<file path="src/design/mom_pkg.sv">
// Shared types, operation codes and limits for the move operation merger.
`timescale 1ns / 1ps

package mom_pkg;

	localparam int CMD_DEPTH = 2;
	localparam int RES_DEPTH = 2;

	localparam logic [3:0] OP_CAP_LEN  = 4'd0;
	localparam logic [3:0] OP_CAP_CHR  = 4'd1;
	localparam logic [3:0] OP_CAP_END  = 4'd2;
	localparam logic [3:0] OP_SKIP     = 4'd3;
	localparam logic [3:0] OP_GOTO_ABS = 4'd4;
	localparam logic [3:0] OP_GOTO_END = 4'd5;
	localparam logic [3:0] OP_FWD      = 4'd6;
	localparam logic [3:0] OP_BACK     = 4'd7;
	localparam logic [3:0] OP_SEEK_FWD = 4'd8;
	localparam logic [3:0] OP_SEEK_REV = 4'd9;

	localparam logic [3:0] EX_SKIP = 4'd3;
	localparam logic [3:0] EX_FWD  = 4'd6;
	localparam logic [3:0] EX_BACK = 4'd7;
	localparam logic [3:0] EX_DONE = 4'd10;

	localparam logic signed [32:0] SUM_MAX = 33'sd2147483647;
	localparam logic signed [32:0] SUM_MIN = -33'sd2147483647;
	localparam logic [15:0] COUNT_MAX = 16'hFFFF;

	typedef struct packed {
		logic        action;
		logic [3:0]  op_kind;
		logic [15:0] operand;
		logic [7:0]  search_char;
		logic        from_end_flag;
	} item_t;

	typedef struct packed {
		logic [3:0]  ex_kind;
		logic [30:0] amount;
		logic [7:0]  out_char;
		logic        out_from_end;
		logic [15:0] capture_count;
		logic        last_of_run;
	} result_t;

	typedef struct packed {
		logic    has_flush;
		result_t flush_res;
		result_t main_res;
	} cmd_t;

endpackage

</file>
<file path="src/design/mom_fifo.sv">
// Small register FIFO used between the front end, back end and result port.
`timescale 1ns / 1ps

module mom_fifo #(
	parameter int WIDTH = 8,
	parameter int DEPTH = 2
) (
	input  logic             clk,
	input  logic             arst_n,
	input  logic             push,
	input  logic [WIDTH-1:0] wdata,
	output logic             full,
	input  logic             pop,
	output logic [WIDTH-1:0] rdata,
	output logic             empty
);

	localparam int PW = (DEPTH > 1) ? $clog2(DEPTH) : 1;
	localparam int CW = $clog2(DEPTH + 1);
	localparam logic [PW-1:0] LAST_PTR = PW'(DEPTH - 1);
	localparam logic [CW-1:0] FULL_CNT = CW'(DEPTH);

	logic [WIDTH-1:0] mem_q [DEPTH];
	logic [PW-1:0]    wr_ptr_q;
	logic [PW-1:0]    rd_ptr_q;
	logic [CW-1:0]    count_q;
	logic             do_push;
	logic             do_pop;

	assign full    = (count_q == FULL_CNT);
	assign empty   = (count_q == '0);
	assign do_push = push && !full;
	assign do_pop  = pop && !empty;
	assign rdata   = mem_q[rd_ptr_q];

	always_ff @(posedge clk) begin
		if (do_push) begin
			mem_q[wr_ptr_q] <= wdata;
		end
	end

	always_ff @(posedge clk or negedge arst_n) begin
		if (!arst_n) begin
			wr_ptr_q <= '0;
			rd_ptr_q <= '0;
			count_q  <= '0;
		end else begin
			if (do_push) begin
				wr_ptr_q <= (wr_ptr_q == LAST_PTR) ? '0 : wr_ptr_q + PW'(1);
			end
			if (do_pop) begin
				rd_ptr_q <= (rd_ptr_q == LAST_PTR) ? '0 : rd_ptr_q + PW'(1);
			end
			if (do_push && !do_pop) begin
				count_q <= count_q + CW'(1);
			end else if (do_pop && !do_push) begin
				count_q <= count_q - CW'(1);
			end
		end
	end

endmodule

</file>
<file path="src/design/mom_front.sv">
// Front end: classifies items, merges relative moves and builds commands.
`timescale 1ns / 1ps

module mom_front (
	input  logic           clk,
	input  logic           arst_n,
	input  logic           accept,
	input  mom_pkg::item_t item,
	output logic           cmd_push,
	output mom_pkg::cmd_t  cmd
);

	logic               seg_open_q;
	logic signed [31:0] seg_sum_q;
	logic               seg_skip_q;
	logic [15:0]        captures_q;

	logic               is_move;
	logic               is_valid;
	logic               is_capture;
	logic signed [31:0] sum_base;
	logic signed [32:0] addend;
	logic signed [32:0] sum_wide;
	logic signed [31:0] sum_next;
	logic               sum_neg;
	logic [31:0]        sum_mag;
	logic               flush_skip;
	logic [15:0]        cap_next;

	assign is_move    = (item.op_kind == mom_pkg::OP_SKIP) ||
	                    (item.op_kind == mom_pkg::OP_FWD) ||
	                    (item.op_kind == mom_pkg::OP_BACK);
	assign is_valid   = (item.op_kind <= mom_pkg::OP_SEEK_REV);
	assign is_capture = (item.op_kind <= mom_pkg::OP_CAP_END);

	assign sum_base = seg_open_q ? seg_sum_q : 32'sd0;
	assign addend   = (item.op_kind == mom_pkg::OP_BACK) ?
	                  -$signed({17'd0, item.operand}) : $signed({17'd0, item.operand});
	assign sum_wide = $signed({sum_base[31], sum_base}) + addend;

	always_comb begin
		priority if (sum_wide > mom_pkg::SUM_MAX) begin
			sum_next = 32'(mom_pkg::SUM_MAX);
		end else if (sum_wide < mom_pkg::SUM_MIN) begin
			sum_next = 32'(mom_pkg::SUM_MIN);
		end else begin
			sum_next = sum_wide[31:0];
		end
	end

	assign sum_neg    = seg_sum_q[31];
	assign sum_mag    = sum_neg ? 32'(-seg_sum_q) : 32'(seg_sum_q);
	assign flush_skip = seg_skip_q && !sum_neg;
	assign cap_next   = (is_capture && captures_q != mom_pkg::COUNT_MAX) ?
	                    captures_q + 16'd1 : captures_q;

	always_comb begin
		cmd = '0;
		cmd.has_flush = seg_open_q && (flush_skip || seg_sum_q != 32'sd0);
		cmd.flush_res.ex_kind = flush_skip ? mom_pkg::EX_SKIP :
		                        (sum_neg ? mom_pkg::EX_BACK : mom_pkg::EX_FWD);
		cmd.flush_res.amount = sum_mag[30:0];
		cmd.flush_res.capture_count = captures_q;
		cmd.main_res.last_of_run = 1'b1;
		if (item.action) begin
			cmd.main_res.ex_kind = mom_pkg::EX_DONE;
			cmd.main_res.capture_count = captures_q;
		end else begin
			cmd.main_res.ex_kind = item.op_kind;
			cmd.main_res.capture_count = cap_next;
			unique case (item.op_kind)
				mom_pkg::OP_CAP_LEN, mom_pkg::OP_GOTO_ABS: begin
					cmd.main_res.amount = {15'd0, item.operand};
				end
				mom_pkg::OP_GOTO_END: begin
					cmd.main_res.amount = {15'd0, item.operand};
					cmd.main_res.out_from_end = item.from_end_flag;
				end
				mom_pkg::OP_CAP_CHR, mom_pkg::OP_SEEK_FWD, mom_pkg::OP_SEEK_REV: begin
					cmd.main_res.out_char = item.search_char;
				end
				default: begin
				end
			endcase
		end
	end

	assign cmd_push = accept && (item.action || (is_valid && !is_move));

	always_ff @(posedge clk or negedge arst_n) begin
		if (!arst_n) begin
			seg_open_q <= 1'b0;
			seg_sum_q  <= '0;
			seg_skip_q <= 1'b0;
			captures_q <= '0;
		end else if (accept) begin
			priority if (item.action) begin
				seg_open_q <= 1'b0;
				seg_sum_q  <= '0;
				seg_skip_q <= 1'b0;
				captures_q <= '0;
			end else if (!is_valid) begin
				seg_open_q <= seg_open_q;
			end else if (is_move) begin
				seg_open_q <= 1'b1;
				seg_sum_q  <= sum_next;
				seg_skip_q <= (seg_open_q && seg_skip_q) ||
				              (item.op_kind == mom_pkg::OP_SKIP);
			end else begin
				seg_open_q <= 1'b0;
				seg_sum_q  <= '0;
				seg_skip_q <= 1'b0;
				captures_q <= cap_next;
			end
		end
	end

endmodule

</file>
<file path="src/design/mom_back.sv">
// Back end: expands each command into its flush and main results.
`timescale 1ns / 1ps

module mom_back (
	input  logic             clk,
	input  logic             arst_n,
	input  mom_pkg::cmd_t    cmd,
	input  logic             cmd_empty,
	output logic             cmd_pop,
	input  logic             res_full,
	output logic             res_push,
	output mom_pkg::result_t res
);

	logic flush_done_q;
	logic send_flush;

	assign send_flush = cmd.has_flush && !flush_done_q;
	assign res_push   = !cmd_empty && !res_full;
	assign cmd_pop    = res_push && !send_flush;
	assign res        = send_flush ? cmd.flush_res : cmd.main_res;

	always_ff @(posedge clk or negedge arst_n) begin
		if (!arst_n) begin
			flush_done_q <= 1'b0;
		end else if (res_push) begin
			flush_done_q <= send_flush;
		end
	end

endmodule

</file>
<file path="src/design/move_op_merger.sv">
// Results pass the command queue and then the result queue; merged moves surface when flushed.
// Throughput: one item per cycle while the command queue is not full; an item that flushes
// a move run holds the back end while it delivers its flush result before its main result.
// Queues of CMD_DEPTH commands and RES_DEPTH results separate front, back and output.
// Reset (arst_n low, asynchronous): queues empty, move run closed, capture count zero.
`timescale 1ns / 1ps

module move_op_merger #(
	parameter int CMD_DEPTH = mom_pkg::CMD_DEPTH,
	parameter int RES_DEPTH = mom_pkg::RES_DEPTH
) (
	input  logic             clk,
	input  logic             arst_n,
	input  logic             push,
	output logic             full,
	input  mom_pkg::item_t   item,
	input  logic             pop,
	output logic             empty,
	output mom_pkg::result_t result
);

	mom_pkg::cmd_t    cmd_w;
	mom_pkg::cmd_t    cmd_r;
	mom_pkg::result_t res_w;
	logic             cmd_push;
	logic             cmd_pop;
	logic             cmd_empty;
	logic             res_push;
	logic             res_full;

	mom_front u_front (
		.clk      (clk),
		.arst_n   (arst_n),
		.accept   (push && !full),
		.item     (item),
		.cmd_push (cmd_push),
		.cmd      (cmd_w)
	);

	mom_fifo #(
		.WIDTH ($bits(mom_pkg::cmd_t)),
		.DEPTH (CMD_DEPTH)
	) u_cmd_fifo (
		.clk    (clk),
		.arst_n (arst_n),
		.push   (cmd_push),
		.wdata  (cmd_w),
		.full   (full),
		.pop    (cmd_pop),
		.rdata  (cmd_r),
		.empty  (cmd_empty)
	);

	mom_back u_back (
		.clk       (clk),
		.arst_n    (arst_n),
		.cmd       (cmd_r),
		.cmd_empty (cmd_empty),
		.cmd_pop   (cmd_pop),
		.res_full  (res_full),
		.res_push  (res_push),
		.res       (res_w)
	);

	mom_fifo #(
		.WIDTH ($bits(mom_pkg::result_t)),
		.DEPTH (RES_DEPTH)
	) u_res_fifo (
		.clk    (clk),
		.arst_n (arst_n),
		.push   (res_push),
		.wdata  (res_w),
		.full   (res_full),
		.pop    (pop),
		.rdata  (result),
		.empty  (empty)
	);

endmodule
</file>
<file path="config.mk">
export PLATFORM = sky130hd
export DESIGN_NAME = move_op_merger
export DESIGN_NICKNAME = d
export VERILOG_FILES = /design/src/design/mom_pkg.sv /design/src/design/mom_fifo.sv /design/src/design/mom_front.sv /design/src/design/mom_back.sv /design/src/design/move_op_merger.sv
export SDC_FILE = /design/constraint.sdc
export NUM_CORES = 1
export LEC_CHECK = 0
export ABC_AREA = 1
export BUFFER_PORTS_ARGS = -buffer_cell sky130_fd_sc_hd__buf_4
export CORE_ASPECT_RATIO = 1.25
export CORE_UTILIZATION = 50
export CTS_CLUSTER_DIAMETER = 120
export DETAILED_ROUTE_END_ITERATION = 10
export GPL_TIMING_DRIVEN = 1
export PLACE_DENSITY = 0.64
export SLEW_MARGIN = 20
export SYNTH_ARGS = -nofsm -noshare
export SYNTH_HDL_FRONTEND = slang
export SYNTH_HIERARCHICAL = 1
export SYNTH_SLANG_ARGS = --single-unit
</file>
<file path="constraint.sdc">
create_clock -name clk -period 11.5 [get_ports clk]
set_input_delay 0.575 -clock clk [delete_from_list [all_inputs] [get_ports clk]]
set_output_delay 0.575 -clock clk [all_outputs]
set_load 0.01 [all_outputs]
</file>
==> reports/qor.csv, run 1 <==
metric;value;unit
register area;0.0125;sq mm
root buffer cell;clkbuf_16;
met3 WL;1.96;mm
vias in the first global route;16100;
max cap viols;0;
Gate Count Post-Synth;2537;
Max Clock Skew;21.0;ps
die height;238;um
Ys Warns;6;
peak supply drop;184;uV
Max Clk Rate;0.196;GHz
Hold Path Class;in -> async;
Worst slew margin;0.298;
Core ar.;0.0434;sq mm
met2 WL;29.3;mm
ANT nets after route;0;
ys flop type;edfxtp_1;
final WL;54.5;mm
final setup violation count;0;
Crit Path Max Fanout;72;
Final Max Tran Viols;0;
crit end category;flip-flop;
startpoint types;flip-flop;
Inst Count DP;3121;
CP Data Required Time;11660;ps
Place WS;6140;ps
largest net degree at the start of global routing;100;
Die W;190;um
# diodes;0;
GPL Wtd Cong;0.887;
Final min period;5100;ps
routed vias;16300;
syn_area_per_cell;8.75;sq um
Synth top area share;0.498;
Power Density;232;mW/mm^2
die area;0.0453;sq mm
max layer used;met4;
num ports;97;
sum of negative setup slack;0;ps
Residual DRC;0;
row cnt;85;
Hold Buf Count CTS;0;
initial antenna violation count;0;
dpl hpwl;37.6;mm
Synth Register Bits;427;
H-tree Lvls;2;
Fin. Hold Viols;0;
Final #Nets;2672;
data arrival time of the critical path;5260;ps
IO buf count;96;
global route total overflow;0;
CTS Buf Count;38;
drt wl/cell;17.1;um
Multi-input gate area;0.00794;sq mm
leading post-synthesis cells by cell area;edfxtp_1, nand2_1, dfrtp_1, inv_1, nand3_1;
fill count;3930;
clock slew at reported path FFs;70;ps
final worst slack;6400;ps
Initial Util;0.512;
clock buffer depth;3;
M1 WL;21.3;mm
Post-synth EDFFs;368;
clock latency on the worst-skew pair;540;ps
TritonCTS Sinks;427;
Slew @ Worst Pin;1050;ps
unrepaired setup endpoints after global routing;no;
Final Non-Filler Cells;3192;
kind of critical path;reg -> reg;
Via density;5.10;
Mapped Area;0.0222;sq mm
Tot GR Track Use;0.245;
count of unique library cells instantiated by Yosys;46;
share of layout cells above drive strength 1;0.0917;
asr flop ratio synth;0.138;
post-synthesis sequential area ratio;0.564;
Yosys top cell by area;edfxtp_1;
CTS tree;done;
Leak;11.5;nW
Setup Fix Bufs, Post-CTS;0;
First DRT Iteration DRCs;1215;
DRT Pass-1 Iters;5;
synth-to-layout area growth;9.89;%
outcome;complete, no violations;
fin crit share;0.444;
global-route wire length before repair;85.4;mm
post-CTS resize count;0;
==> sequential cells by signal (all words and copies together), names as in the netlist, 2 cells and up <==
signal / count
u_front/seg_sum_q: 32
u_res_fifo/count_q: 2
u_cmd_fifo/mem_q: 246
u_res_fifo/mem_q: 122
u_cmd_fifo/count_q: 2
u_front/captures_q: 16
==> cells in the mapped netlist (22+ instances only) <==
| master | count |
|---|---|
| a21oi_1 | 36 |
| ha_1 | 39 |
| edfxtp_1 | 368 |
| xor2_1 | 43 |
| nand2_1 | 1110 |
| nor2_1 | 116 |
| buf_4 | 41 |
| dfrtp_1 | 59 |
| nand3_2 | 22 |
| o21ai_0 | 71 |
| nor3_1 | 34 |
| nand3_1 | 140 |
| buf_2 | 37 |
| inv_1 | 267 |
==> final cells by class <==
cell class | instances | share of cell area
tap | 565 | 0.0290
multi-input combinational | 1732 | 0.325
inverter | 285 | 0.0441
clock buffer | 57 | 0.0436
clock inverter | 12 | 0.00764
timing repair buffer | 114 | 0.0369
sequential | 427 | 0.514
==> cells in the final DEF, fill, tap and decap left out, types with 22 or more instances in the layout <==
cell type  count
a21oi_1       36
buf_4        111
clkbuf_16     39
conb_1        28
dfrtp_1       57
edfxtp_1     368
ha_1          39
inv_1        265
nand2_1     1109
nand3_1      140
nand3_2       22
nor2_1       114
nor3_1        34
o21ai_0       71
xor2_1        43
==> stage by stage <==
stage / power [W] / utilization / instance area (sq um) / hold WS, ps
after CTS: 0.00570 / 0.561 / 24300 / 151
after detailed placement: 0.00441 / 0.532 / 23100 / 473
after global routing: 0.00600 / 0.562 / 24400 / 188
after global placement: 0.00435 / 0.532 / 23100 / 463
final: 0.00566 / 0.562 / 24400 / 133
after floorplan: 0.00376 / - / 22300 / 279
==> path summary, 6_finish.rpt <==
path / start / slack (ps) / to / cells past startpoint
setup / recovery: u_cmd_fifo/count_q[1]$_DFFE_PN0P_ / 6400 / u_cmd_fifo/mem_q[1][43]$_DFFE_PP_ / 11
hold / removal: arst_n / 130 / u_res_fifo/rd_ptr_q$_DFFE_PN0P_ / 1
setup reg to reg: u_cmd_fifo/count_q[1]$_DFFE_PN0P_ / 6400 / u_cmd_fifo/mem_q[1][43]$_DFFE_PP_ / 11
hold reg to reg: u_res_fifo/wr_ptr_q$_DFFE_PN0P_ / 490 / u_res_fifo/wr_ptr_q$_DFFE_PN0P_ / 2
max in group asynchronous: arst_n / 10750 / u_cmd_fifo/rd_ptr_q$_DFFE_PN0P_ / 1
min in group clk: pop / 310 / u_res_fifo/rd_ptr_q$_DFFE_PN0P_ / 3
==> cells by family (layout without fill, tap and decap cells) <==
kind of cell,Yosys count,after routing,synth area share
flip-flops,427,427,0.564
AO/OA/AOI/OAI,124,124,0.0298
XOR/XNOR,58,58,0.0232
other,2,28,0.000338
AND/OR/NAND/NOR,1482,1482,0.276
adder cells (fa/ha/maj),40,40,0.0229
buffers and inverters,404,468,0.0836
==> worst max-delay path, cell delays in order, from the launching register on <==
cell and delay (ps):
dfrtp_1 400, inv_1 100, nor2_1 120, nor2_2 120
inv_1 40, nor2_1 790, inv_1 730, nor2_1 350
o21ai_0 240, nor2_4 280, buf_4 830, buf_4 650
==> power breakdown <==
group / switching, W / internal (W)
clock: 0.000537 / 0.000754
combinational: 0.00132 / 0.000585
sequential: 0.000147 / 0.00231
==> routing by layer <==
metal | vias up | GRT usage
met1 | 7627 | 0.283
met4 | 0 | 0.0948
met5 | - | 0
met3 | 112 | 0.0198
li1 | 8187 | -
met2 | 350 | 0.464
Note: power is estimated with default switching activity, not from simulation.
==> run 2: changes to the inputs <==
--- a/config.mk
+++ b/config.mk
@@ -12,7 +12,7 @@
 export CTS_CLUSTER_DIAMETER = 120
 export DETAILED_ROUTE_END_ITERATION = 10
 export GPL_TIMING_DRIVEN = 1
-export PLACE_DENSITY = 0.64
+export PLACE_DENSITY = 0.66
 export SLEW_MARGIN = 20
 export SYNTH_ARGS = -nofsm -noshare
 export SYNTH_HDL_FRONTEND = slang
==> constraint.sdc (replaced) <==
create_clock -name clk -period 4.4 [get_ports clk]
set_input_delay 0.22 -clock clk [delete_from_list [all_inputs] [get_ports clk]]
set_output_delay 0.22 -clock clk [all_outputs]
set_load 0.01 [all_outputs]
==> run 2 against run 1 <==
  * Critical path depth is 23 higher
  * Largest power group unchanged
  * Clock power grew to 2.5 times the previous value
  * Core utilization is 1.1 points higher
==> reports/qor.csv, run 2 (synthesis results as in run 1) <==
metric;value;unit;change
fin crit share;0.901;;
CTS Buf Count;39;;+2.6%
TritonCTS Sinks;427;;unchanged
fill count;3862;;-1.7%
CP Data Required Time;4820;ps;-6840 ps
most frequent cells in the layout;nand2_1, edfxtp_1, inv_1;;
row cnt;85;;unchanged
Most flops, register;u_cmd_fifo/mem_q;;
H-tree Lvls;2;;unchanged
First DRT Iteration DRCs;1145;;-5.8%
num ports;97;;unchanged
share of layout cells above drive strength 1;0.116;;+0.0241
final core occ;0.574;;+0.0112
GPL Wtd Cong;0.921;;+3.8%
clock slew at reported path FFs;60;ps;about the same
Design Power;0.0146;W;+160%
global-route wire length before repair;83.9;mm;-1.7%
final setup violation count;0;;unchanged
synth-to-layout area growth;12.1;%;
CTS tree;done;;
Die W;190;um;unchanged
DRT Pass-1 Iters;5;;unchanged
Crit Path Max Fanout;8;;-89%
startpoint types;primary input;;
largest registers;u_cmd_fifo/mem_q: 246 flops, u_res_fifo/mem_q: 122 flops, u_front/seg_sum_q: 32 flops;;
crit-path max cell delay;360;ps;-470 ps
max cap viols;0;;unchanged
crit end category;flip-flop;;
largest net degree at the start of global routing;94;;-6.0%
Leak;11.8;nW;+2.6%
drt wl/cell;16.0;um;-6.3%
final WL;52.2;mm;-4.4%
Hold Path Class;in -> reg;;
die height;238;um;unchanged
ANT nets after route;0;;unchanged
routed vias;16500;;+1.2%
Final Max Tran Viols;0;;unchanged
Worst slew margin;0.296;;-0.00186
initial antenna violation count;0;;unchanged
Slowest cell on crit path;ha_1;;
Tot GR Track Use;0.237;;-0.00847
vias in the first global route;16200;;+1.1%
Via density;5.05;;-0.87%
placed cell areas;0.0236;sq mm;+2.3%
Max Clock Skew;14.7;ps;-6.31 ps
outcome;complete, no violations;;
Crit path top cell by count;nand2_1;;
IO buf count;96;;unchanged
Max Clk Rate;0.252;GHz;
most common cell after layout, fill and taps aside;nand2_1;;
Top Family by Delay on Critical Path;simple AND/OR/NAND/NOR gates;;
sum of negative setup slack;0;ps;unchanged
clock latency on the worst-skew pair;540;ps;about the same
data arrival time of the critical path;4390;ps;-870 ps
Final min period;3970;ps;
Initial Util;0.512;;unchanged
Inst Count DP;3186;;+2.1%
kind of critical path;in -> reg;;
dpl hpwl;36.5;mm;-3.0%
Fin. Hold Viols;0;;unchanged
die area;0.0453;sq mm;unchanged
CP bufs+invs;8;;+3
max reg flops;246;;unchanged
Final #Nets;2738;;+2.5%
Post-Layout Inst Area;0.0249;sq mm;+2.0%
Slew @ Worst Pin;1060;ps;+6.67 ps
global route total overflow;0;;unchanged
clock buffer depth;3;;unchanged
Core ar.;0.0434;sq mm;unchanged
Final Non-Filler Cells;3259;;+2.1%
reg2reg setup slack;650;ps;-5750 ps
peak supply drop;397;uV;+120%
root buffer cell;clkbuf_16;;
Power Density;587;mW/mm^2;+150%
Residual DRC;0;;unchanged
# diodes;0;;unchanged
run 2: changes by cell type in the layout (fill, tap and decap cells not counted), moves of 3 or more:
cell	change
bufinv_16	-3
buf_4	+62
clkinv_1	+4
clkbuf_1	-7
inv_6	+3
nor3_1	-3
buf_12	+4
run 2: power breakdown:
part           switching (W)  internal [W]
logic                0.00336       0.00155
registers           0.000427       0.00603
clock network        0.00142       0.00181
total                0.00521       0.00940
run 2: final cells by class:
class	count	area (sq um)	area share
multi-input cells	1732	7960	0.320
repair buffers	179	1400	0.0562
clock buffers	51	1050	0.0422
well taps	565	707	0.0284
clock inverters	20	163	0.00654
flip-flops and latches	427	12500	0.504
inverters	285	1080	0.0433
run 2: per-layer routing:
metal,track usage,up-vias,wire [um]
met4,0.0832,0,1680
met2,0.442,315,27800
li1,-,8327,-
met5,0,-,0
met1,0.281,7736,21000
met3,0.0205,95,1680
run 2: through the flow:
stage          worst slack [ps]  hold slack, ps
2_1_floorplan               145           -75.6
3_3_place_gp               -249             359
3_5_place_dp               -276             363
4_1_cts                     272            14.8
5_1_grt                   -1.01            42.1
6_report                    434            36.9
run 2: timing repair:
| action | 4_1_cts | 5_1_grt |
|---|---|---|
| resized for setup | 0 | 4 |
| endpoints found under the hold margin | 60 | 0 |
| endpoints found under the setup margin | 0 | 31 |
| buffers inserted | 0 | 0 |
| hold buffers | 2 | 0 |
run 2: final timing paths:
| kind | start | endpoint | cells past startpoint |
|---|---|---|---|
| worst min-delay path | item[8] | u_cmd_fifo/mem_q[0][25]$_DFFE_PP_ | 3 |
| worst min register to register | u_res_fifo/wr_ptr_q$_DFFE_PN0P_ | u_res_fifo/wr_ptr_q$_DFFE_PN0P_ | 2 |
| max in group asynchronous | arst_n | u_cmd_fifo/rd_ptr_q$_DFFE_PN0P_ | 2 |
| worst max-delay path | item[11] | u_front/seg_sum_q[30]$_DFFE_PN0P_ | 34 |
| min in group asynchronous | arst_n | u_res_fifo/rd_ptr_q$_DFFE_PN0P_ | 2 |
| worst max register to register | u_front/seg_open_q$_DFFE_PN0P_ | u_front/seg_sum_q[30]$_DFFE_PN0P_ | 23 |
run 2: tightest hold or removal path: cells and delay by family:
kind / cells / cell delay [ps]
AND/OR/NAND/NOR: 1 / 120
buffers and inverters: 2 / 110
